**src/design/lfsr33_pkg.sv**
```systemverilog
// Shared types, result codes and the LFSR step functions for the 33-bit random generator.
package lfsr33_pkg;

  localparam int unsigned WordWidth   = 32;
  localparam int unsigned ScaledWidth = 31;
  localparam int unsigned KindWidth   = 2;

  localparam logic [KindWidth-1:0] KIND_SEED     = 2'd0;
  localparam logic [KindWidth-1:0] KIND_FRACTION = 2'd1;
  localparam logic [KindWidth-1:0] KIND_INTEGER  = 2'd2;

  typedef struct packed {
    logic [KindWidth-1:0]   kind;
    logic [WordWidth-1:0]   fraction;
    logic [ScaledWidth-1:0] scaled;
  } result_t;

  typedef struct packed {
    logic                 overflow;
    logic [WordWidth-1:0] shift;
  } lfsr_state_t;

  // Thirty-two shifts of the generator, written as an independent XOR of at most
  // three old bits for every new bit. Bit k of the window is shift[k] for k below
  // 32 and the overflow bit for k equal to 32.
  function automatic lfsr_state_t advance32(input lfsr_state_t cur);
    logic [WordWidth:0]   w;
    logic [WordWidth-1:0] b;
    lfsr_state_t          nxt;
    w = {cur.overflow, cur.shift};
    for (int t = 0; t < 32; t++) begin
      if (t < 20) begin
        b[t] = w[19-t] ^ w[32-t];
      end else begin
        b[t] = w[39-t] ^ w[52-t] ^ w[32-t];
      end
    end
    for (int i = 0; i < 32; i++) begin
      nxt.shift[i] = b[31-i];
    end
    nxt.overflow = w[0];
    return nxt;
  endfunction

  function automatic logic [WordWidth-1:0] byte_reverse(input logic [WordWidth-1:0] r);
    return {r[7:0], r[15:8], r[23:16], r[31:24]};
  endfunction

endpackage

```
**src/design/lfsr33_core.sv**
```systemverilog
// Generator state, request decode, LFSR advance and integer scaling for one word.
module lfsr33_core (
  input  logic                                clk,
  input  logic                                rst,
  input  logic                                fire,
  input  logic [lfsr33_pkg::WordWidth-1:0]    arg,
  output lfsr33_pkg::result_t                 res
);

  lfsr33_pkg::lfsr_state_t state;
  lfsr33_pkg::lfsr_state_t state_next;
  lfsr33_pkg::lfsr_state_t stepped;
  logic [lfsr33_pkg::WordWidth-1:0] frac_stepped;
  logic [lfsr33_pkg::WordWidth+lfsr33_pkg::ScaledWidth-1:0] product;

  assign stepped      = lfsr33_pkg::advance32(state);
  assign frac_stepped = lfsr33_pkg::byte_reverse(stepped.shift);
  assign product      = frac_stepped * arg[lfsr33_pkg::ScaledWidth-1:0];

  always_comb begin
    state_next   = state;
    res.kind     = lfsr33_pkg::KIND_FRACTION;
    res.fraction = '0;
    res.scaled   = '0;
    if (arg[lfsr33_pkg::WordWidth-1]) begin
      state_next.shift    = arg;
      state_next.overflow = 1'b0;
      res.kind            = lfsr33_pkg::KIND_SEED;
    end else if (arg == '0) begin
      res.fraction = lfsr33_pkg::byte_reverse(state.shift);
    end else if (arg == lfsr33_pkg::WordWidth'(1)) begin
      state_next   = stepped;
      res.fraction = frac_stepped;
    end else begin
      state_next   = stepped;
      res.kind     = lfsr33_pkg::KIND_INTEGER;
      res.fraction = frac_stepped;
      res.scaled   = product[lfsr33_pkg::WordWidth +: lfsr33_pkg::ScaledWidth]
                     + lfsr33_pkg::ScaledWidth'(1);
    end
  end

  always_ff @(posedge clk) begin
    if (rst) begin
      state <= '0;
    end else if (fire) begin
      state <= state_next;
    end
  end

endmodule

```
**src/design/lfsr33_random_generator.sv**
```systemverilog
// Top level of the 33-bit LFSR random generator: input register, core and result register.
//
//   Channel | Handshake           | Payload
//   --------+---------------------+--------------------------------------------
//   in      | in_valid, in_stall  | argument
//   out     | out_valid, out_stall| result_kind, fraction, scaled_value
//
// From acceptance a word passes through the input register, then through the LFSR network
// and the 32 by 31 multiplier into the result register.
// One word is accepted in every cycle when the output is not stalled.
// Reset clears the generator state and both valid flags; the first word may enter
// in the cycle after reset falls.
// While the result waits under out_stall, one more word is held in the input register.
module lfsr33_random_generator (
  input  logic                                  clk,
  input  logic                                  rst,
  input  logic                                  in_valid,
  output logic                                  in_stall,
  input  logic [lfsr33_pkg::WordWidth-1:0]      argument,
  output logic                                  out_valid,
  input  logic                                  out_stall,
  output logic [lfsr33_pkg::KindWidth-1:0]      result_kind,
  output logic [lfsr33_pkg::WordWidth-1:0]      fraction,
  output logic [lfsr33_pkg::ScaledWidth-1:0]    scaled_value
);

  logic                              arg_valid;
  logic [lfsr33_pkg::WordWidth-1:0]  arg;
  logic                              adv_out;
  logic                              core_fire;
  lfsr33_pkg::result_t               core_res;

  assign adv_out   = !out_valid || !out_stall;
  assign core_fire = arg_valid && adv_out;
  assign in_stall  = arg_valid && !adv_out;

  lfsr33_core u_core (
    .clk  (clk),
    .rst  (rst),
    .fire (core_fire),
    .arg  (arg),
    .res  (core_res)
  );

  always_ff @(posedge clk) begin
    if (rst) begin
      arg_valid <= 1'b0;
      out_valid <= 1'b0;
    end else begin
      if (!in_stall) begin
        arg_valid <= in_valid;
      end
      if (adv_out) begin
        out_valid <= arg_valid;
      end
    end
    if (in_valid && !in_stall) begin
      arg <= argument;
    end
    if (core_fire) begin
      result_kind  <= core_res.kind;
      fraction     <= core_res.fraction;
      scaled_value <= core_res.scaled;
    end
  end

  a_seed_zero: assert property (@(posedge clk) disable iff (rst)
    out_valid && result_kind == lfsr33_pkg::KIND_SEED |-> fraction == '0 && scaled_value == '0)
    else $error("Seed result carries a nonzero payload.");

  a_frac_unscaled: assert property (@(posedge clk) disable iff (rst)
    out_valid && result_kind == lfsr33_pkg::KIND_FRACTION |-> scaled_value == '0)
    else $error("Fraction result carries a scaled value.");

  a_int_nonzero: assert property (@(posedge clk) disable iff (rst)
    out_valid && result_kind == lfsr33_pkg::KIND_INTEGER |-> scaled_value != '0)
    else $error("Integer result is zero.");

  a_stall_needs_word: assert property (@(posedge clk) disable iff (rst)
    in_stall |-> arg_valid && out_valid)
    else $error("Input stalled without a held word and a waiting result.");

  a_fire_delivers: assert property (@(posedge clk) disable iff (rst)
    core_fire |=> out_valid)
    else $error("Processed word did not reach the result register.");

endmodule

```
**config.mk**
```make
export PLATFORM = sky130hd
export DESIGN_NAME = lfsr33_random_generator
export DESIGN_NICKNAME = d
export VERILOG_FILES = /design/src/design/lfsr33_pkg.sv /design/src/design/lfsr33_core.sv /design/src/design/lfsr33_random_generator.sv
export SDC_FILE = /design/constraint.sdc
export NUM_CORES = 2
export LEC_CHECK = 0
export BUFFER_PORTS_ARGS = -buffer_cell sky130_fd_sc_hd__buf_2
export CAP_MARGIN = 20
export CORE_ASPECT_RATIO = 0.9
export CORE_MARGIN = 2
export CORE_UTILIZATION = 30
export CTS_CLUSTER_DIAMETER = 40
export DETAILED_ROUTE_END_ITERATION = 8
export SETUP_SLACK_MARGIN = 0.4
export SYNTH_ARGS = -nofsm -noshare
export SYNTH_HDL_FRONTEND = slang
export SYNTH_HIERARCHICAL = 1
export SYNTH_SLANG_ARGS = --single-unit
export TNS_END_PERCENT = 1
```
**constraint.sdc**
```tcl
create_clock -name clk -period 12.39 [get_ports clk]
set_clock_uncertainty 0.1 [all_clocks]
set_input_delay 2.478 -clock clk [delete_from_list [all_inputs] [get_ports clk]]
set_output_delay 2.478 -clock clk [all_outputs]
set_load 0.02 [all_outputs]
```
### After elaboration in Yosys (flattened, before gate mapping)

Index checks and enable logic that the tools add are counted.

* word-level logic and storage cells: 62
* memory bits (read-only): 0
* latch bits: 0
* memory bits (writable): 0
* bits in registers: 132
* memories: 0
* input port bits: 36
* output and inout port bits: 67

* muxes and demuxes: 5
* eq/ne operators: 2
* reductions and logical operators: 12
* magnitude comparators: 0
* div/mod/pow operators: 0
* $add $sub $neg: 1
* $mul: 1
* shift operators: 0
* bitwise gates (word level): 32

Operators with widths (number)
* $mux W33: 2
* $mul A32 B31 Y63: 1
* $eq A32 B1 Y1 const B: 1
* $logic_not A32 Y1: 1
* $mux W32: 1
* $xor A1 B1 Y1: 32
* $add A31 B1 Y31 const B: 1
* $logic_not A1 Y1: 4
* $logic_and A1 B1 Y1: 3
* $reduce_or A3 Y1: 1
* $mux W2: 1
* $ne A2 B2 Y1 const B: 1
* $reduce_and A2 Y1: 1
* $reduce_or A2 Y1: 1
* $logic_or A1 B1 Y1: 1
* $mux W1: 1

### Logic depth before layout (Yosys ltp)

* depth after elaboration: 6
* depth in mapped cells: 33
* mapped depth without buffers: 30

### Cells and area by module

Netlist, hierarchy kept.

By module, submodules not included
* lfsr33_core: area each 35004.8 um2, instances 1, cells each 3994, seq. area each 660.6 um2
* lfsr33_random_generator: area each 2999.1 um2, instances 1, cells each 107, seq. area each 2952.8 um2

### Worst setup path after synthesis

Ideal clock, no wire load.

* path type: reg2reg
* start point: register u_core/state[19] in the netlist's numbering
* end point: register scaled_value[27] in the netlist's numbering (data pin)
* data required time: 12.024 ns
* clock period less this slack: 9.132 ns
* path slack: 3.258 ns
* data arrival time: 8.766 ns
* setup time: 0.266 ns
* cell stages (with the launch flop): 29
* path buffers: 2
* cell sequence: dfxtp_1 xor2_1 xor2_1 clkbuf_1 and2_1 fa_1 fa_1 inv_1 fa_1 fa_1 inv_1 fa_1 fa_1 fa_1 fa_1 ha_1 a21oi_1 o21ai_0 a2111oi_0 a21o_1 a21oi_1 nor4bb_1 o211ai_1 or4_1 clkbuf_1 nor4_4 nand4_1 xnor2_1 nor2_1

* cells in the longest elaborated chain, start to end: 4
* elaborated cells on any way between the ends: 5
* classes of those cells: 1 x add/sub; 1 x mul; 3 x bitwise

RTL lines
* from (decl): line lfsr33_core.sv:10 `lfsr33_pkg::lfsr_state_t state;`
* from (signal assigned): line lfsr33_core.sv:47 `state <= state_next;`
* $xor A1 B1 Y1: line lfsr33_pkg.sv:33, lfsr33_pkg.sv:35
* $xor A1 B1 Y1: line lfsr33_pkg.sv:35 `b[t] = w[39-t] ^ w[52-t] ^ w[32-t];`
* $mul A32 B31 Y63 *: line lfsr33_core.sv:18 `assign product = frac_stepped * arg[lfsr33_pkg::ScaledWidth-1:0];`
* $add A31 B1 Y31 *: line lfsr33_core.sv:39 `+ lfsr33_pkg::ScaledWidth'(1);`
* to (signal assigned): line lfsr33_random_generator.sv:63 `scaled_value <= core_res.scaled;`
* to (decl): line lfsr33_random_generator.sv:24 `output logic [lfsr33_pkg::ScaledWidth-1:0] scaled_value`

Every way passes the cells marked *; elsewhere a longest branch is shown, timed or not.
A chain may end at the register's enable or synchronous reset.

### Final worst setup path

* start point: register u_core/state[16] in the netlist's numbering
* end point: register scaled_value[30] in the netlist's numbering (data pin)

The elaborated chain is that of the path after synthesis.

==> impl_metrics.tcl <==
set metrics [dict create \
    fin_crit_ns 10.86 \
    routedWlPerCell_um 20.33 \
    cts_resized 0 \
    status "completed" \
    grt_max_degree 80 \
    drc_errors 0 \
    design_area_mm2 0.04138 \
    worstPathRequired_ns 12.48 \
    hold_class "flip-flop to flip-flop" \
    syn_avg_cell_area_um2 9.267 \
    post-cts-setup-buffer-count 0 \
    synth_edf_count 97 \
    reg2reg_to "scaled_value[30]" \
    clkSinkCount 132 \
    post-place-ws_ns 1.641 \
    track_usage 0.1842 \
    port_buffers 102 \
    core_area_mm2 0.1253 \
    dpl-instance-area_mm2 0.04074 \
    fillCellCount 13000 \
    drt_wl_total_mm 117.3 \
    clock_path_buffers 2 \
    ys_seq_area_frac 0.09508 \
    start_util 0.3034 \
    slowest_stage "a2111oi_1" \
    synthDistinctLibCells 74 \
    worst-r2r-setup-slack_ns 1.53 \
    syn_inst 4101 \
    seq_area_mm2 0.003613 \
    die_area_mm2 0.1295 \
    cts_hold_buf 0 \
    yosysWarnings 6 \
    critPathArrivalTime_ns 10.95 \
    vias 28450 \
    worstMarginPinSlew_ns 1.179 \
    nets 5224 \
    cpPeakStageDelay_ns 0.92 \
    multi_input_area_mm2 0.03077 \
    insertion_delay_ns 0.48 \
    drt_iter0_drc 2020 \
    antenna_left 0 \
    reg2reg_from "u_core/state[16]" \
    synthArstFlopShare 0 \
    grt_pass1_wl_mm 181.1 \
    viasPerCell 4.930 \
    fin_util 0.3303 \
    gp_congestion 0.9242 \
    fp.dieW_um 379.2 \
    root_buffer "clkbuf_16" \
    dp.final_hpwl_mm 90.94 \
    io_pins 103 \
    cts_tree "done" \
    end_kind "flip-flop" \
    grt_pass1_vias 30080 \
    syn_area_mm2 0.03800 \
    ys.flop_type "edfxtp_1" \
    layout-drive-gt1-share 0.07276 \
    finalSetupTns_ns 0 \
    critPathMaxFanout 16 \
    path_class "flip-flop to flip-flop" \
    setup_viol 0 \
    grt_overflow 0 \
    whs_path_depth 2 \
    relSlewSlack 0.2142 \
    ys_ff_latch 132 \
    drt_pass1_iterations 5 \
    fmax_mhz 92.05 \
    cp-start-kind "flip-flop" \
    syn_to_final_growth_pct 8.883 \
    drv_slew 0 \
    min_from "u_core/state[32]" \
    cap_violations 0 \
    cts_inserted_buffers 17 \
    rsz0062_at_grt "no" \
    rows 123 \
    clk_pin_slew_ns 0.09 \
    ff2ff_path_depth 25 \
    hold_end "u_core/state[32]" \
    hold_viol 0 \
    die_h_um 341.7 \
    cp_common_cell "fa_1" \
    synth_fp_nets 5256 \
    antenna_found_initial 5 \
    cts_max_level 4 \
    fin_ws_ns 1.527 \
    period_share 0.8768 \
]
[cells by family after synthesis]
group,after synthesis,share of synthesized area
simple gates,1417,0.1883
fa+ha+maj,1119,0.5393
buf+inv,1031,0.1019
compound gates,300,0.05008
flops,132,0.09508
xor+xnor,79,0.01860
mux,23,0.006716
[flip-flops by register name, indices dropped and copies added, names as in the netlist]
name          flops
arg_valid         1
out_valid         1
fraction         32
result_kind       2
scaled_value     31
u_core/state     33
arg              32
[placed cells by master, fill, tap and decap left out, drive strengths merged, types with 5 or more instances in the layout]
master and n:
a2111oi 5, a211oi 31, a21o 14, a21oi 111
a31oi 6, and2 543, and4 6, buf 191
clkbuf 17, clkinv 5, dfxtp 35, edfxtp 97
fa 865, ha 254, inv 798, mux2 20
nand2 553, nand2b 14, nand3 17, nand4 33
nor2 140, nor2b 21, nor3 44, nor4 18
o211ai 9, o21a 8, o21ai 57, o21bai 10
o31ai 17, or3 7, or4 7, xnor2 20
xor2 59
[worst max-delay path, delay by kind of cell (launching register included)]
family	cells	cell delay, ns
xor gates and xnor gates	2	1.05
buffers and inverters	2	0.10
DFF	1	0.48
AOI/OAI and AO/OA	7	2.66
and+or+nand+nor	5	1.80
adders and majority gates	9	4.34
[worst max path at each step]
stage	endpoint	startpoint	cells after the start	slack (ns)
after floorplan	scaled_value[27]	u_core/state[19]	28	3.26
after global placement	scaled_value[30]	u_core/state[17]	25	1.74
after detailed placement	scaled_value[30]	u_core/state[19]	25	1.64
after CTS	scaled_value[30]	u_core/state[16]	25	1.62
after global routing	scaled_value[30]	u_core/state[16]	26	0.97
final	scaled_value[30]	u_core/state[16]	25	1.53
[synth_stat cells, types with 3 or more instances]
cell type / count / area [um2]
buf_1: 3 / 11.26
ha_1: 254 / 3178
or4_1: 6 / 45.04
a21boi_0: 3 / 22.52
mux2_2: 20 / 225.2
fa_1: 865 / 17320
nand3_1: 16 / 80.08
edfxtp_1: 97 / 2913
nor3_1: 44 / 220.2
nor2b_1: 21 / 131.4
o31ai_1: 17 / 127.6
and4_1: 6 / 52.55
nand2b_1: 14 / 87.58
xnor2_1: 19 / 166.4
nor2_1: 140 / 525.5
nand2_1: 553 / 2076
o21ai_0: 56 / 280.3
o211ai_1: 9 / 67.56
xor2_1: 58 / 508.0
o21bai_1: 10 / 75.07
a31oi_1: 6 / 37.54
inv_1: 789 / 2962
a2111oi_0: 4 / 35.03
nor4_1: 14 / 87.58
or2_2: 3 / 18.77
a211oi_1: 31 / 232.7
clkbuf_1: 236 / 885.9
nand4_1: 33 / 206.5
o31a_1: 3 / 26.28
dfxtp_1: 35 / 700.7
or3_1: 6 / 37.54
and2_1: 543 / 3397
a21oi_1: 110 / 550.5
and3_1: 3 / 18.77
a21o_1: 14 / 105.1
mux2i_1: 3 / 30.03
o21a_1: 8 / 60.06
a211o_1: 3 / 26.28
a41oi_1: 3 / 26.28
[routing by layer]
metal  track usage  wire (um)  part of all wire
met1        0.2405      47350              0.40
met3       0.02327       7651             0.065
met5             0          0                 0
met2        0.3105      57420              0.49
met4       0.07168       4862             0.041
[metrics by stage]
step | std cells | hold slack (ns)
4_1_cts | 5768 | 0.3933
2_1_floorplan | 4101 | 0.3434
6_report | 5770 | 0.3898
3_3_place_gp | 5731 | 0.3826
5_1_grt | 5770 | 0.4243
3_5_place_dp | 5736 | 0.3820
[layout make-up]
type,count,share of cell area
multi-input combinational,2938,0.7437
antenna,1,0.00006047
tap,1687,0.05101
inverter,789,0.07157
clock inverter,15,0.004354
clock buffer,17,0.01028
sequential,132,0.08732
timing repair buffer,191,0.03169
Power is not shown: default switching activity piles up to over one toggle a cycle in this logic, so the estimate is an artifact.
